===== config.mk =====
export PLATFORM = sky130hd
export DESIGN_NAME = lsu_request_splitter
export DESIGN_NICKNAME = d
export VERILOG_FILES = /design/src/sv/lsr_pkg.sv /design/src/sv/lsr_fifo.sv /design/src/sv/lsr_front.sv /design/src/sv/lsr_exec.sv /design/src/sv/lsu_request_splitter.sv
export SDC_FILE = /design/constraint.sdc
export NUM_CORES = 1
export LEC_CHECK = 0
export CORE_UTILIZATION = 45
export CTS_CLUSTER_SIZE = 30
export DETAILED_ROUTE_END_ITERATION = 10
export DONT_BUFFER_PORTS = 1
export GPL_TIMING_DRIVEN = 0
export PLACE_DENSITY = 0.6
export REMOVE_ABC_BUFFERS = 1
export SYNTH_ARGS = -nofsm -noshare
export SYNTH_HDL_FRONTEND = slang
export SYNTH_HIERARCHICAL = 1
export SYNTH_SLANG_ARGS = --single-unit

===== constraint.sdc =====
create_clock -name clk -period 6.34 [get_ports clk]
set_clock_uncertainty 0.15 [all_clocks]
set_input_delay 0.317 -clock clk [delete_from_list [all_inputs] [get_ports clk]]
set_output_delay 0.317 -clock clk [all_outputs]
set_load 0.02 [all_outputs]

===== src/sv/lsr_pkg.sv =====
package lsr_pkg;

  localparam int DEF_LANES = 4;
  localparam int DEF_TAGS  = 16;

  // Depths of the two queues; both must be at least two.
  localparam int IQ_DEPTH = 2;
  localparam int OQ_DEPTH = 4;

  // Action codes of an input transaction.
  localparam logic [1:0] ACT_ADDR   = 2'd0;
  localparam logic [1:0] ACT_RSP    = 2'd1;
  localparam logic [1:0] ACT_FENCE  = 2'd2;
  localparam logic [1:0] ACT_NOADDR = 2'd3;

  // Result kinds.
  localparam logic [1:0] KIND_LANE   = 2'd0;
  localparam logic [1:0] KIND_COMMIT = 2'd1;
  localparam logic [1:0] KIND_REJECT = 2'd2;
  localparam logic [1:0] KIND_BADRSP = 2'd3;

  typedef enum logic [1:0] {
    OP_ADDR,
    OP_RSP,
    OP_FENCE,
    OP_NOADDR
  } op_t;

  typedef enum logic {
    EX_IDLE,
    EX_RSP
  } exec_state_t;

  typedef struct packed {
    logic [1:0]  action;
    logic [7:0]  instr_id;
    logic        write_op;
    logic [31:0] addr;
    logic        last_addr;
    logic [3:0]  rsp_tag;
    logic [2:0]  rsp_count;
  } in_item_t;

  typedef struct packed {
    logic [1:0]  out_kind;
    logic [7:0]  out_instr_id;
    logic [31:0] out_addr;
    logic [1:0]  out_lane;
    logic [3:0]  out_tag;
    logic        out_write;
    logic        out_req_last;
    logic        out_instr_last;
    logic        last;
  } result_t;

  // Item after decode, as it waits between the front and the back.
  typedef struct packed {
    op_t         op;
    logic [7:0]  instr_id;
    logic        write_op;
    logic [31:0] addr;
    logic        last_addr;
    logic [3:0]  rsp_tag;
    logic [2:0]  rsp_count;
    logic        tag_ok;
  } cls_item_t;

endpackage


===== src/sv/lsr_fifo.sv =====
module lsr_fifo import lsr_pkg::*; #(
  parameter int W     = 8,
  parameter int DEPTH = 2
) (
  input  logic                         clk,
  input  logic                         rst,
  input  logic                         push_a,
  input  logic [W-1:0]                 data_a,
  input  logic                         push_b,
  input  logic [W-1:0]                 data_b,
  input  logic                         pop,
  output logic [W-1:0]                 head,
  output logic                         empty,
  output logic [$clog2(DEPTH + 1)-1:0] level
);

  localparam int AW   = $clog2(DEPTH);
  localparam int CNTW = $clog2(DEPTH + 1);

  logic [W-1:0]    mem [DEPTH];
  logic [AW-1:0]   wr_ptr, wr_ptr_next, wr_ptr_b;
  logic [AW-1:0]   rd_ptr, rd_ptr_next;
  logic [CNTW-1:0] count, count_next;
  logic            do_pop;

  function automatic logic [AW-1:0] wrap_inc(input logic [AW-1:0] p);
    wrap_inc = (p == AW'(DEPTH - 1)) ? '0 : p + 1'b1;
  endfunction

  // The second write slot must be used only together with the first; the FIFO itself does not enforce this.
  always_comb begin
    do_pop      = pop && (count != '0);
    wr_ptr_b    = wrap_inc(wr_ptr);
    wr_ptr_next = push_b ? wrap_inc(wr_ptr_b) : (push_a ? wr_ptr_b : wr_ptr);
    rd_ptr_next = do_pop ? wrap_inc(rd_ptr) : rd_ptr;
    count_next  = CNTW'(count + CNTW'(push_a) + CNTW'(push_b) - CNTW'(do_pop));
  end

  always_ff @(posedge clk) begin
    if (rst) begin
      wr_ptr <= '0;
      rd_ptr <= '0;
      count  <= '0;
    end else begin
      wr_ptr <= wr_ptr_next;
      rd_ptr <= rd_ptr_next;
      count  <= count_next;
    end
  end

  always_ff @(posedge clk) begin
    if (push_a) begin
      mem[wr_ptr] <= data_a;
    end
    if (push_b) begin
      mem[wr_ptr_b] <= data_b;
    end
  end

  assign head  = mem[rd_ptr];
  assign empty = (count == '0);
  assign level = count;

endmodule


===== src/sv/lsr_front.sv =====
module lsr_front import lsr_pkg::*; #(
  parameter int TAGS = DEF_TAGS
) (
  input  logic      clk,
  input  logic      rst,
  input  logic      push,
  output logic      full,
  input  in_item_t  item,
  output cls_item_t head,
  output logic      head_valid,
  input  logic      head_pop
);

  localparam int QLW = $clog2(IQ_DEPTH + 1);

  cls_item_t      cls;
  logic           q_empty;
  logic [QLW-1:0] q_level;
  logic           accept;

  // Decode the action and check the response tag against the table size.
  always_comb begin
    cls.instr_id  = item.instr_id;
    cls.write_op  = item.write_op;
    cls.addr      = item.addr;
    cls.last_addr = item.last_addr;
    cls.rsp_tag   = item.rsp_tag;
    cls.rsp_count = item.rsp_count;
    cls.tag_ok    = (32'(item.rsp_tag) < TAGS);
    unique case (item.action)
      ACT_ADDR:   cls.op = OP_ADDR;
      ACT_RSP:    cls.op = OP_RSP;
      ACT_FENCE:  cls.op = OP_FENCE;
      ACT_NOADDR: cls.op = OP_NOADDR;
      default:    cls.op = OP_NOADDR;
    endcase
  end

  assign accept = push && !full;

  lsr_fifo #(
    .W     ($bits(cls_item_t)),
    .DEPTH (IQ_DEPTH)
  ) u_queue (
    .clk    (clk),
    .rst    (rst),
    .push_a (accept),
    .data_a (cls),
    .push_b (1'b0),
    .data_b ('0),
    .pop    (head_pop),
    .head   (head),
    .empty  (q_empty),
    .level  (q_level)
  );

  assign full       = (q_level == QLW'(IQ_DEPTH));
  assign head_valid = !q_empty;

endmodule


===== src/sv/lsr_exec.sv =====
module lsr_exec import lsr_pkg::*; #(
  parameter int LANES = DEF_LANES,
  parameter int TAGS  = DEF_TAGS
) (
  input  logic      clk,
  input  logic      rst,
  input  cls_item_t head,
  input  logic      head_valid,
  output logic      head_pop,
  input  logic      room,
  output logic      push_a,
  output result_t   res_a,
  output logic      push_b,
  output result_t   res_b
);

  localparam int LW = (LANES > 1) ? $clog2(LANES) : 1;
  localparam int TW = $clog2(TAGS);
  localparam int CW = $clog2(LANES + 1);
  localparam int VW = $clog2(TAGS + 1);

  typedef struct packed {
    logic [7:0]    instr;
    logic [CW-1:0] remaining;
    logic          fin;
  } entry_t;

  exec_state_t   state, state_next;
  logic [LW-1:0] lane_fill, lane_fill_next;
  logic [TW-1:0] open_tag, open_tag_next;
  logic          open_write, open_write_next;
  logic [7:0]    open_instr, open_instr_next;
  logic [CW-1:0] open_count, open_count_next;
  logic [TAGS-1:0] entry_valid, entry_valid_next;
  logic [VW-1:0] valid_count, valid_count_next;
  logic          fence_wait, fence_wait_next;
  logic [7:0]    fence_instr, fence_instr_next;

  entry_t        entry_mem [TAGS];
  entry_t        rd_entry;
  logic          mem_we;
  logic [TW-1:0] mem_waddr;
  entry_t        mem_wdata;

  logic [TW-1:0] free_tag;
  logic          free_any;
  logic [TW-1:0] rsp_idx;
  logic          starting;
  logic          eff_write;
  logic [TW-1:0] eff_tag;
  logic [7:0]    eff_instr;
  logic [CW-1:0] lanes_now;
  logic          req_last;
  logic          open_here;
  logic          rsp_bad;
  logic [CW-1:0] new_rem;

  function automatic result_t mk_result(input logic [1:0] kind, input logic [7:0] id,
                                        input logic [3:0] tag, input logic fin);
    result_t r;
    r                = '0;
    r.out_kind       = kind;
    r.out_instr_id   = id;
    r.out_tag        = tag;
    r.last           = fin;
    return r;
  endfunction

  // Lowest free tag.
  always_comb begin
    free_tag = '0;
    free_any = 1'b0;
    for (int i = TAGS - 1; i >= 0; i--) begin
      if (!entry_valid[i]) begin
        free_tag = TW'(i);
        free_any = 1'b1;
      end
    end
  end

  assign rsp_idx = TW'(head.rsp_tag);

  always_comb begin
    state_next       = state;
    lane_fill_next   = lane_fill;
    open_tag_next    = open_tag;
    open_write_next  = open_write;
    open_instr_next  = open_instr;
    open_count_next  = open_count;
    entry_valid_next = entry_valid;
    valid_count_next = valid_count;
    fence_wait_next  = fence_wait;
    fence_instr_next = fence_instr;
    mem_we           = 1'b0;
    mem_waddr        = rsp_idx;
    mem_wdata        = rd_entry;
    head_pop         = 1'b0;
    push_a           = 1'b0;
    push_b           = 1'b0;
    res_a            = '0;
    res_b            = '0;

    starting  = (lane_fill == '0);
    eff_write = starting ? head.write_op : open_write;
    eff_tag   = starting ? (head.write_op ? '0 : free_tag) : open_tag;
    eff_instr = starting ? head.instr_id : open_instr;
    lanes_now = CW'((starting ? '0 : open_count) + 1'b1);
    req_last  = head.last_addr || (lane_fill == LW'(LANES - 1));

    open_here = !starting && !open_write && (open_tag == rsp_idx);
    rsp_bad   = !head.tag_ok || !entry_valid[rsp_idx] || open_here
                || (32'(head.rsp_count) > 32'(rd_entry.remaining));
    new_rem   = CW'(32'(rd_entry.remaining) - 32'(head.rsp_count));

    unique case (state)
      EX_IDLE: begin
        if (head_valid && room) begin
          priority if (head.op == OP_RSP) begin
            // The entry is read this cycle and updated in the next.
            state_next = EX_RSP;
          end else if (fence_wait) begin
            head_pop = 1'b1;
            push_a   = 1'b1;
            res_a    = mk_result(KIND_REJECT, head.instr_id, 4'd0, 1'b1);
          end else if (head.op == OP_FENCE) begin
            head_pop = 1'b1;
            if (valid_count == '0) begin
              push_a = 1'b1;
              res_a  = mk_result(KIND_COMMIT, head.instr_id, 4'd0, 1'b1);
            end else begin
              fence_wait_next  = 1'b1;
              fence_instr_next = head.instr_id;
            end
          end else if (head.op == OP_NOADDR) begin
            head_pop = 1'b1;
            push_a   = 1'b1;
            res_a    = mk_result(KIND_COMMIT, head.instr_id, 4'd0, 1'b1);
          end else if (starting && !head.write_op && !free_any) begin
            head_pop = 1'b1;
            push_a   = 1'b1;
            res_a    = mk_result(KIND_REJECT, head.instr_id, 4'd0, 1'b1);
          end else begin
            head_pop = 1'b1;
            if (starting) begin
              open_write_next = head.write_op;
              open_tag_next   = eff_tag;
              open_instr_next = head.instr_id;
              if (!head.write_op) begin
                entry_valid_next[free_tag] = 1'b1;
                valid_count_next           = VW'(valid_count + 1'b1);
              end
            end
            open_count_next = lanes_now;
            if (!eff_write && req_last) begin
              mem_we              = 1'b1;
              mem_waddr           = eff_tag;
              mem_wdata.instr     = eff_instr;
              mem_wdata.remaining = lanes_now;
              mem_wdata.fin       = head.last_addr;
            end
            push_a               = 1'b1;
            res_a                = '0;
            res_a.out_kind       = KIND_LANE;
            res_a.out_instr_id   = head.instr_id;
            res_a.out_addr       = head.addr;
            res_a.out_lane       = 2'(lane_fill);
            res_a.out_tag        = eff_write ? 4'd0 : 4'(eff_tag);
            res_a.out_write      = eff_write;
            res_a.out_req_last   = req_last;
            res_a.out_instr_last = head.last_addr;
            res_a.last           = !(eff_write && head.last_addr);
            if (eff_write && head.last_addr) begin
              push_b = 1'b1;
              res_b  = mk_result(KIND_COMMIT, head.instr_id, 4'd0, 1'b1);
            end
            lane_fill_next = req_last ? '0 : LW'(lane_fill + 1'b1);
          end
        end
      end
      EX_RSP: begin
        if (room) begin
          head_pop   = 1'b1;
          state_next = EX_IDLE;
          if (rsp_bad) begin
            push_a = 1'b1;
            res_a  = mk_result(KIND_BADRSP, 8'd0, head.rsp_tag, 1'b1);
          end else begin
            mem_we              = 1'b1;
            mem_waddr           = rsp_idx;
            mem_wdata.remaining = new_rem;
            if (new_rem == '0) begin
              entry_valid_next[rsp_idx] = 1'b0;
              valid_count_next          = VW'(valid_count - 1'b1);
              if (rd_entry.fin) begin
                push_a = 1'b1;
                res_a  = mk_result(KIND_COMMIT, rd_entry.instr, 4'd0, 1'b1);
                if (fence_wait && (valid_count == VW'(1))) begin
                  fence_wait_next = 1'b0;
                  res_a.last      = 1'b0;
                  push_b          = 1'b1;
                  res_b = mk_result(KIND_COMMIT, fence_instr, 4'd0, 1'b1);
                end
              end else if (fence_wait && (valid_count == VW'(1))) begin
                fence_wait_next = 1'b0;
                push_a          = 1'b1;
                res_a = mk_result(KIND_COMMIT, fence_instr, 4'd0, 1'b1);
              end
            end
          end
        end
      end
      default: state_next = EX_IDLE;
    endcase
  end

  always_ff @(posedge clk) begin
    if (rst) begin
      state       <= EX_IDLE;
      lane_fill   <= '0;
      open_tag    <= '0;
      open_write  <= 1'b0;
      open_count  <= '0;
      entry_valid <= '0;
      valid_count <= '0;
      fence_wait  <= 1'b0;
    end else begin
      state       <= state_next;
      lane_fill   <= lane_fill_next;
      open_tag    <= open_tag_next;
      open_write  <= open_write_next;
      open_count  <= open_count_next;
      entry_valid <= entry_valid_next;
      valid_count <= valid_count_next;
      fence_wait  <= fence_wait_next;
    end
  end

  always_ff @(posedge clk) begin
    open_instr  <= open_instr_next;
    fence_instr <= fence_instr_next;
  end

  // Pending-read table: one write port, one registered read port.
  always_ff @(posedge clk) begin
    if (mem_we) begin
      entry_mem[mem_waddr] <= mem_wdata;
    end
    rd_entry <= entry_mem[rsp_idx];
  end

  a_count_matches: assert property (@(posedge clk) disable iff (rst)
    32'(valid_count) == $countones(entry_valid))
    else $error("valid count does not match the valid bits");

  a_fence_needs_entries: assert property (@(posedge clk) disable iff (rst)
    fence_wait |-> (valid_count != '0))
    else $error("fence waits on an empty table");

  a_open_load_valid: assert property (@(posedge clk) disable iff (rst)
    ((lane_fill != '0) && !open_write) |-> entry_valid[open_tag])
    else $error("open load request has no valid entry");

  a_second_slot: assert property (@(posedge clk) disable iff (rst)
    push_b |-> (push_a && res_b.last && !res_a.last))
    else $error("second result pushed without a first");

endmodule


===== src/sv/lsu_request_splitter.sv =====
// Load/store unit request splitter.
// Input channel (push/full, item): one transaction is one active address of a
// memory instruction, a memory response, a fence, or a memory op that has no
// addresses. A transaction is taken when push is high and full is low.
// Result channel (empty/pop, result): the oldest result sits on result while
// empty is low and leaves when pop is high. A transaction gives zero, one or
// two results; the field last marks the final one of a transaction.
// Addresses are packed into memory requests of up to LANES lanes, and each
// load request owns the lowest free tag of a TAGS-entry pending-read table.
// A decode stage feeds a two-entry queue; the execute stage drains it and
// writes a four-entry result queue, so either side can stall on its own.
// An accepted transaction is registered in the input queue, and its results
// are then registered in the result queue; a response also waits for the
// registered table read. Throughput is one transaction per cycle while the
// result queue has room, except that a response is slower: its table entry
// is read through the single registered read port of the table memory, then
// written back. The execute stage waits while the result queue has fewer
// than two free slots; a stalled receiver fills the queues, then raises full.
// Reset empties both queues and the table and clears any waiting fence.
module lsu_request_splitter import lsr_pkg::*; #(
  parameter int LANES = DEF_LANES,
  parameter int TAGS  = DEF_TAGS
) (
  input  logic     clk,
  input  logic     rst,
  input  logic     push,
  output logic     full,
  input  in_item_t item,
  output logic     empty,
  input  logic     pop,
  output result_t  result
);

  localparam int RLW = $clog2(OQ_DEPTH + 1);

  cls_item_t      head;
  logic           head_valid;
  logic           head_pop;
  logic           room;
  logic           push_a, push_b;
  result_t        res_a, res_b;
  logic [RLW-1:0] res_level;

  // Front: decode and queue incoming transactions.
  lsr_front #(
    .TAGS (TAGS)
  ) u_front (
    .clk        (clk),
    .rst        (rst),
    .push       (push),
    .full       (full),
    .item       (item),
    .head       (head),
    .head_valid (head_valid),
    .head_pop   (head_pop)
  );

  // Back: lane packing, tag allocation, response and fence handling.
  lsr_exec #(
    .LANES (LANES),
    .TAGS  (TAGS)
  ) u_exec (
    .clk        (clk),
    .rst        (rst),
    .head       (head),
    .head_valid (head_valid),
    .head_pop   (head_pop),
    .room       (room),
    .push_a     (push_a),
    .res_a      (res_a),
    .push_b     (push_b),
    .res_b      (res_b)
  );

  // Result queue; it takes up to two results per cycle.
  lsr_fifo #(
    .W     ($bits(result_t)),
    .DEPTH (OQ_DEPTH)
  ) u_results (
    .clk    (clk),
    .rst    (rst),
    .push_a (push_a),
    .data_a (res_a),
    .push_b (push_b),
    .data_b (res_b),
    .pop    (pop),
    .head   (result),
    .empty  (empty),
    .level  (res_level)
  );

  // The execute stage may write two results, so it needs two free slots.
  assign room = (res_level <= RLW'(OQ_DEPTH - 2));

endmodule

Word-level counts from Yosys, hierarchy flattened --
Memory sizes are Yosys's and may differ from the RTL's. A register that Yosys moved wholly into a read port is not among the register bits. Index checks and enable logic that the tools add are counted.
Operators by class: add/sub/neg operators 15, multipliers 0, div/mod/pow operators 0, magnitude comparators 6, equality and inequality tests 25, shift-type cells 0, multiplexer cells 186, bitwise logic cells 10, reduce and logical (&&, ||, !) cells 41
Operators by type and width (count):
- 52-bit 2-to-1 mux | 19
- 52-bit one-hot mux with 2 select lines | 2
- 51-bit 2-to-1 mux | 4
- 16-bit 2-to-1 mux | 11
- 4-bit 2-to-1 mux | 26
- 12-bit 2-to-1 mux | 7
- 1-bit 2-to-1 mux | 79
- 5-bit 2-to-1 mux | 11
- 16-bit one-hot mux with 2 select lines | 1
- 2-bit == test (second input constant) | 9
- 2-bit != test (second input constant) | 9
- 16-bit bitwise AND | 1
- 2-bit 2-to-1 mux | 8
- 8-bit 2-to-1 mux | 2
- 16-bit NOT | 1
- 16-bit bitwise OR | 1
- 1-bit logical AND | 13
- 1-bit one-hot mux with 2 select lines | 6
- 6-bit AND reduction | 2
- 11-bit AND reduction | 1
- 4-bit by 5-bit less-than comparator with 1-bit output (second input constant) | 2
- 5-bit one-hot mux with 2 select lines | 1
- 1-bit zero test | 9
- 3-bit 2-to-1 mux | 3
- 32 further kinds | 55
Storage, ports and cells: register bits after elaboration 60, latch bits 0, bits in writable memories 502, ROM bits 0, input bits 55, output and inout port bits 54, logic and storage cells 302, memories 3
Memories:
- u_results.mem | depth 4, bits a word 52, read ports 1, clocked after memory_dff 1, write ports 2, line lsr_fifo.sv:20 | logic [W-1:0] mem [DEPTH];
- u_exec.entry_mem | depth 16, bits a word 12, read ports 1, clocked after memory_dff 1, write ports 1, line lsr_exec.sv:39 | entry_t entry_mem [TAGS];
- u_front.u_queue.mem | depth 2, bits a word 51, read ports 1, clocked after memory_dff 1, write ports 1, line lsr_fifo.sv:20

Depth between registers and ports, before layout --
depth in word-level cells 30, mapped depth 20, gate-level depth less buffers 16

By module --
Netlist, hierarchy kept.
Modules (own cells, without submodules):
- lsr_exec | times used 1, cells an instance 852, area an instance 11891.4 sq um, sequential area each 7146.9 sq um
- lsr_fifo (u_results) | times used 1, cells an instance 559, area an instance 10630.2 sq um, sequential area each 6426.2 sq um
- lsr_fifo (u_front.u_queue) | times used 1, cells an instance 305, area an instance 6060.8 sq um, sequential area each 3223.1 sq um
- lsr_front | times used 1, cells an instance 7, area an instance 41.3 sq um, sequential area each 0.0 sq um
- lsu_request_splitter | times used 1, cells an instance 1, area an instance 8.8 sq um, sequential area each 0.0 sq um

Worst setup path after synthesis --
OpenSTA, ideal clock, no wires.
path type reg-to-reg, from register (tool-made name), to memory u_results/mem[2][0] (netlist name), enable pin, setup time 0.411 ns, arrival time 4.234 ns, required time 5.779 ns, path slack 1.545 ns, cell stages (with the launch flop) 16, buffers on the path 6, period minus slack after synthesis 4.795 ns, cell sequence dfxtp_1 buf_6 buf_12 mux2_4 buf_6 mux4_2 mux2i_1 mux2_2 or3_1 buf_6 nor2_2 a21o_1 buf_6 nand2_2 buf_6 nand2_1
RTL lines (line):
- to (decl) | lsr_fifo.sv:20

==> impl_metrics.yaml <==
global_routing:
  grtUsageTotal_pct: 20.2
  grt_pass1_vias: 15732
  grt_pass1_wl_mm: 97.7
  antenna_found_initial: 1
  grt.overflow.total: 0
  grt_max_degree: 63
floorplanning:
  die_h_um: 254
  start_util_pct: 45.5
  pin_count: 109
  die-area_sq_um: 64600
  coreArea_sq_um: 63000
  fp.dieW_um: 254
  rows: 92
detailed_routing:
  met3WireLength_mm: 3.74
  dr.first_iter.drc_count: 1125
  post_drt_wl_per_cell_um: 23.5
  top_layer_used: "met4"
  wl_mm: 65.6
  viasPerCell: 5.48
  first_pass_iters: 7
  route.met2.wl_mm: 32.9
  wl_met1_mm: 27.8
  ant_nets: 0
  num_vias: 15281
  drc: 0
synth:
  synth_compound_area_share_pct: 3.77
  synth_seq_cells: 579
  yosysSeqAreaShare_pct: 58.7
  synthAdderAreaFrac_pct: 1.37
  synth_top_family_by_area: "multiplexers"
  ys_types: 75
  synth_area_per_cell_sq_um: 16.6
  syn_area_sq_um: 28600
  synthFlopType: "edfxtp_1"
  synthMuxAreaShare_pct: 26.4
  synth_xor_area_share_pct: 0.293
  ys.warnings.count: 6
  synth_cells: 1724
  synth-simple-area-share_pct: 4.61
  synth_edf_count: 520
  synth-async-reset-ratio_pct: 0
placed_design:
  dp_worst_setup_slack_ns: -0.658
  gp_congestion: 0.880
  post-dp-hpwl_mm: 40.3
  io_buffers: 0
cells_and_area:
  drive_gt1_share_pct: 33.7
  multi_input_area_sq_um: 11200
  fill_cells: 5172
  utilization_pct: 51.4
  syn_to_final_growth_pct: 13.0
  seq_area_sq_um: 16800
  layout_commonest_cell: "edfxtp_1"
  nets: 1972
  final_cell_mix: "edfxtp_1 (520), mux2_2 (230), conb_1 (154)"
pwr:
  ir_drop_mv: 0.228
  p_leak_nw: 11.6
  power.density_nw_per_um2: 392
job:
  cap_violations: 0
worst_hold_path:
  hold_end: "u_front/u_queue/wr_ptr"
  hold_path_class: "in -> reg"
  worstHoldPathCells: 3
  worstHoldStart: "push"
status:
  status: "finished with violations"
  violations: "slew limit"
clock_network:
  numCtsBuffers: 60
  cts-htree-levels: 2
  postCtsSetupBuffers: 0
  clock-sinks: 579
  clk_pin_slew_ns: 0.06
  clkLatencyLatePin_ns: 0.64
  clockRootBuffer: "clkbuf_16"
  clock_path_buffers: 3
  cts_tree: "done"
setup_path:
  startpoint_type: "flop"
  end_kind: "flop"
  worst-r2r-setup-slack_ns: 0.38
  reg2reg_depth: 15
  worstPathMaxFanout: 36
  r2r_end: "u_results/level[2]"
  arrival_ns: 6.31
  cp_data_required_time_ns: 6.69
  critPathKind: "reg -> reg"
timing:
  max_slew_margin_pct: -165
  fmax_ghz: 0.168
  finalSetupTns_ns: 0
  final_max_slew_viol_count: 106
  rsz0062_at_grt: "no"
  fin_crit_sh_pct: 94.0
  tightestPinTransition_ns: 3.98
  layout_setup_ws_ns: 0.382
  setup_viol: 0
  fin_crit_ns: 5.96
  hold_violations: 0
layer usage:
layer  vias to the layer above  GRT usage, %
met5                         -             0
li1                       6921             -
met2                       417          34.7
met4                         0          4.77
met1                      7867          26.9
met3                        76          3.24
power by group:
part	switching, mW	internal (mW)
clock	1.47	1.94
sequential	0.256	5.12
combinational	2.25	1.65
total	3.97	8.71
worst max-delay path: stages (launching register included):
cell and delay (ns):
dfxtp_4 0.61, buf_16 0.31, mux2_8 0.56, mux4_2 0.40, mux2i_1 0.09, mux2_2 0.34, or3_1 0.79, nor2_4 0.47
a21o_2 0.49, inv_1 0.11, ha_1 0.29, inv_1 0.04, fa_1 0.40, fa_1 0.42, xnor2_1 0.16, nor2_1 0.05
worst max path at each step:
stage,cells after the start,slack [ns],endpoint,startpoint
floorplan,9,-1.46,u_results/mem[0][0],flop
global placement,9,-6.89,u_results/mem[3][12],flop
detailed placement,15,-0.66,u_results/level[2],flop
CTS,15,0.02,u_results/level[2],flop
global route,15,0.07,u_results/level[2],flop
finish,15,0.38,u_results/level[2],flop
registers in the layout, summed over array words and instances (netlist names), named ones only:
| signal | cells |
|---|---|
| u_exec/open_write | 1 |
| u_front/u_queue/rd_ptr | 1 |
| u_front/u_queue/wr_ptr | 1 |
| u_exec/lane_fill | 2 |
| u_exec/open_instr | 8 |
| u_results/mem | 208 |
| u_exec/state | 1 |
| u_front/u_queue/mem | 104 |
| u_exec/valid_count | 5 |
| u_front/u_queue/level | 2 |
| u_exec/rd_entry | 12 |
| u_exec/fence_wait | 1 |
| u_exec/entry_mem | 192 |
| u_exec/open_count | 3 |
| u_exec/open_tag | 4 |
| u_exec/fence_instr | 8 |
| u_exec/entry_valid | 16 |
| u_results/level | 3 |
| u_results/rd_ptr | 2 |
| u_results/wr_ptr | 2 |
per-stage QoR:
step	power (mW)	area, sq um	std cells	hold slack (ns)
after CTS	12.8	32300	2784	0.00147
after global placement	9.12	29000	2581	0.252
after global routing	13.2	32400	2786	0.0466
after floorplan	8.13	28000	1735	0.236
final	12.7	32400	2786	0.0436
after detailed placement	9.29	29800	2615	0.255
cells by family (layout without fill, tap and decap cells):
logic type / after synthesis / after routing
DFF: 579 / 579
buffers and inverters: 190 / 253
other: 3 / 155
muxes: 505 / 506
and+or+nand+nor: 258 / 258
adders and majority gates: 29 / 29
xor gates and xnor gates: 8 / 8
AOI/OAI and AO/OA: 152 / 152
layout make-up:
cell class | count | share of cell area, %
Sequential cell | 579 | 51.9
Multi-Input combinational cell | 1107 | 34.5
Clock buffer | 84 | 5.14
Timing Repair Buffer | 89 | 3.79
Tap cell | 846 | 3.27
Clock inverter | 29 | 0.723
Inverter | 50 | 0.592
Timing Repair inverter | 1 | 0.0155
Antenna cell | 1 | 0.00773
cells in the mapped netlist, types with 3 or more instances:
| master | n | area share [%] |
|---|---|---|
| nand3_1 | 18 | 0.31 |
| nand2b_1 | 6 | 0.13 |
| conb_1 | 3 | 0.039 |
| nand4_1 | 5 | 0.11 |
| nor2_1 | 38 | 0.50 |
| clkbuf_8 | 4 | 0.19 |
| and2_1 | 36 | 0.79 |
| buf_6 | 30 | 1.2 |
| mux2_2 | 231 | 9.1 |
| a31oi_1 | 8 | 0.17 |
| nor2b_1 | 18 | 0.39 |
| nor3_1 | 20 | 0.35 |
| and3_1 | 5 | 0.11 |
| o211ai_1 | 7 | 0.18 |
| o21a_1 | 4 | 0.10 |
| or3_1 | 5 | 0.11 |
| a22o_1 | 16 | 0.49 |
| or2_2 | 4 | 0.087 |
| a22oi_1 | 5 | 0.13 |
| ha_1 | 25 | 1.1 |
| dfxtp_1 | 59 | 4.1 |
| a211o_1 | 3 | 0.092 |
| fa_1 | 4 | 0.28 |
| o22ai_1 | 18 | 0.39 |
| buf_4 | 46 | 1.2 |
| o41ai_1 | 16 | 0.49 |
| buf_12 | 15 | 1.0 |
| mux4_2 | 116 | 9.1 |
| edfxtp_1 | 520 | 55 |
| a21oi_1 | 25 | 0.44 |
| nand2_2 | 4 | 0.087 |
| inv_1 | 49 | 0.64 |
| nor4_1 | 3 | 0.066 |
| clkbuf_1 | 31 | 0.41 |
| and4_1 | 3 | 0.092 |
| a211oi_1 | 4 | 0.10 |
| or4_1 | 3 | 0.079 |
| nand2_1 | 80 | 1.0 |
| mux2_4 | 150 | 7.9 |
| buf_2 | 8 | 0.14 |
| o21ai_0 | 22 | 0.38 |
| mux2i_1 | 8 | 0.28 |
| xnor2_1 | 7 | 0.21 |
| buf_1 | 6 | 0.079 |
timing repair:
action	in CTS	in global routing
resized for setup	4	1
setup endpoints to repair	365	45
hold buffers	55	0
gates cloned	1	1
endpoints found under the hold margin	140	0
Note: power is estimated with default switching activity, not from simulation.
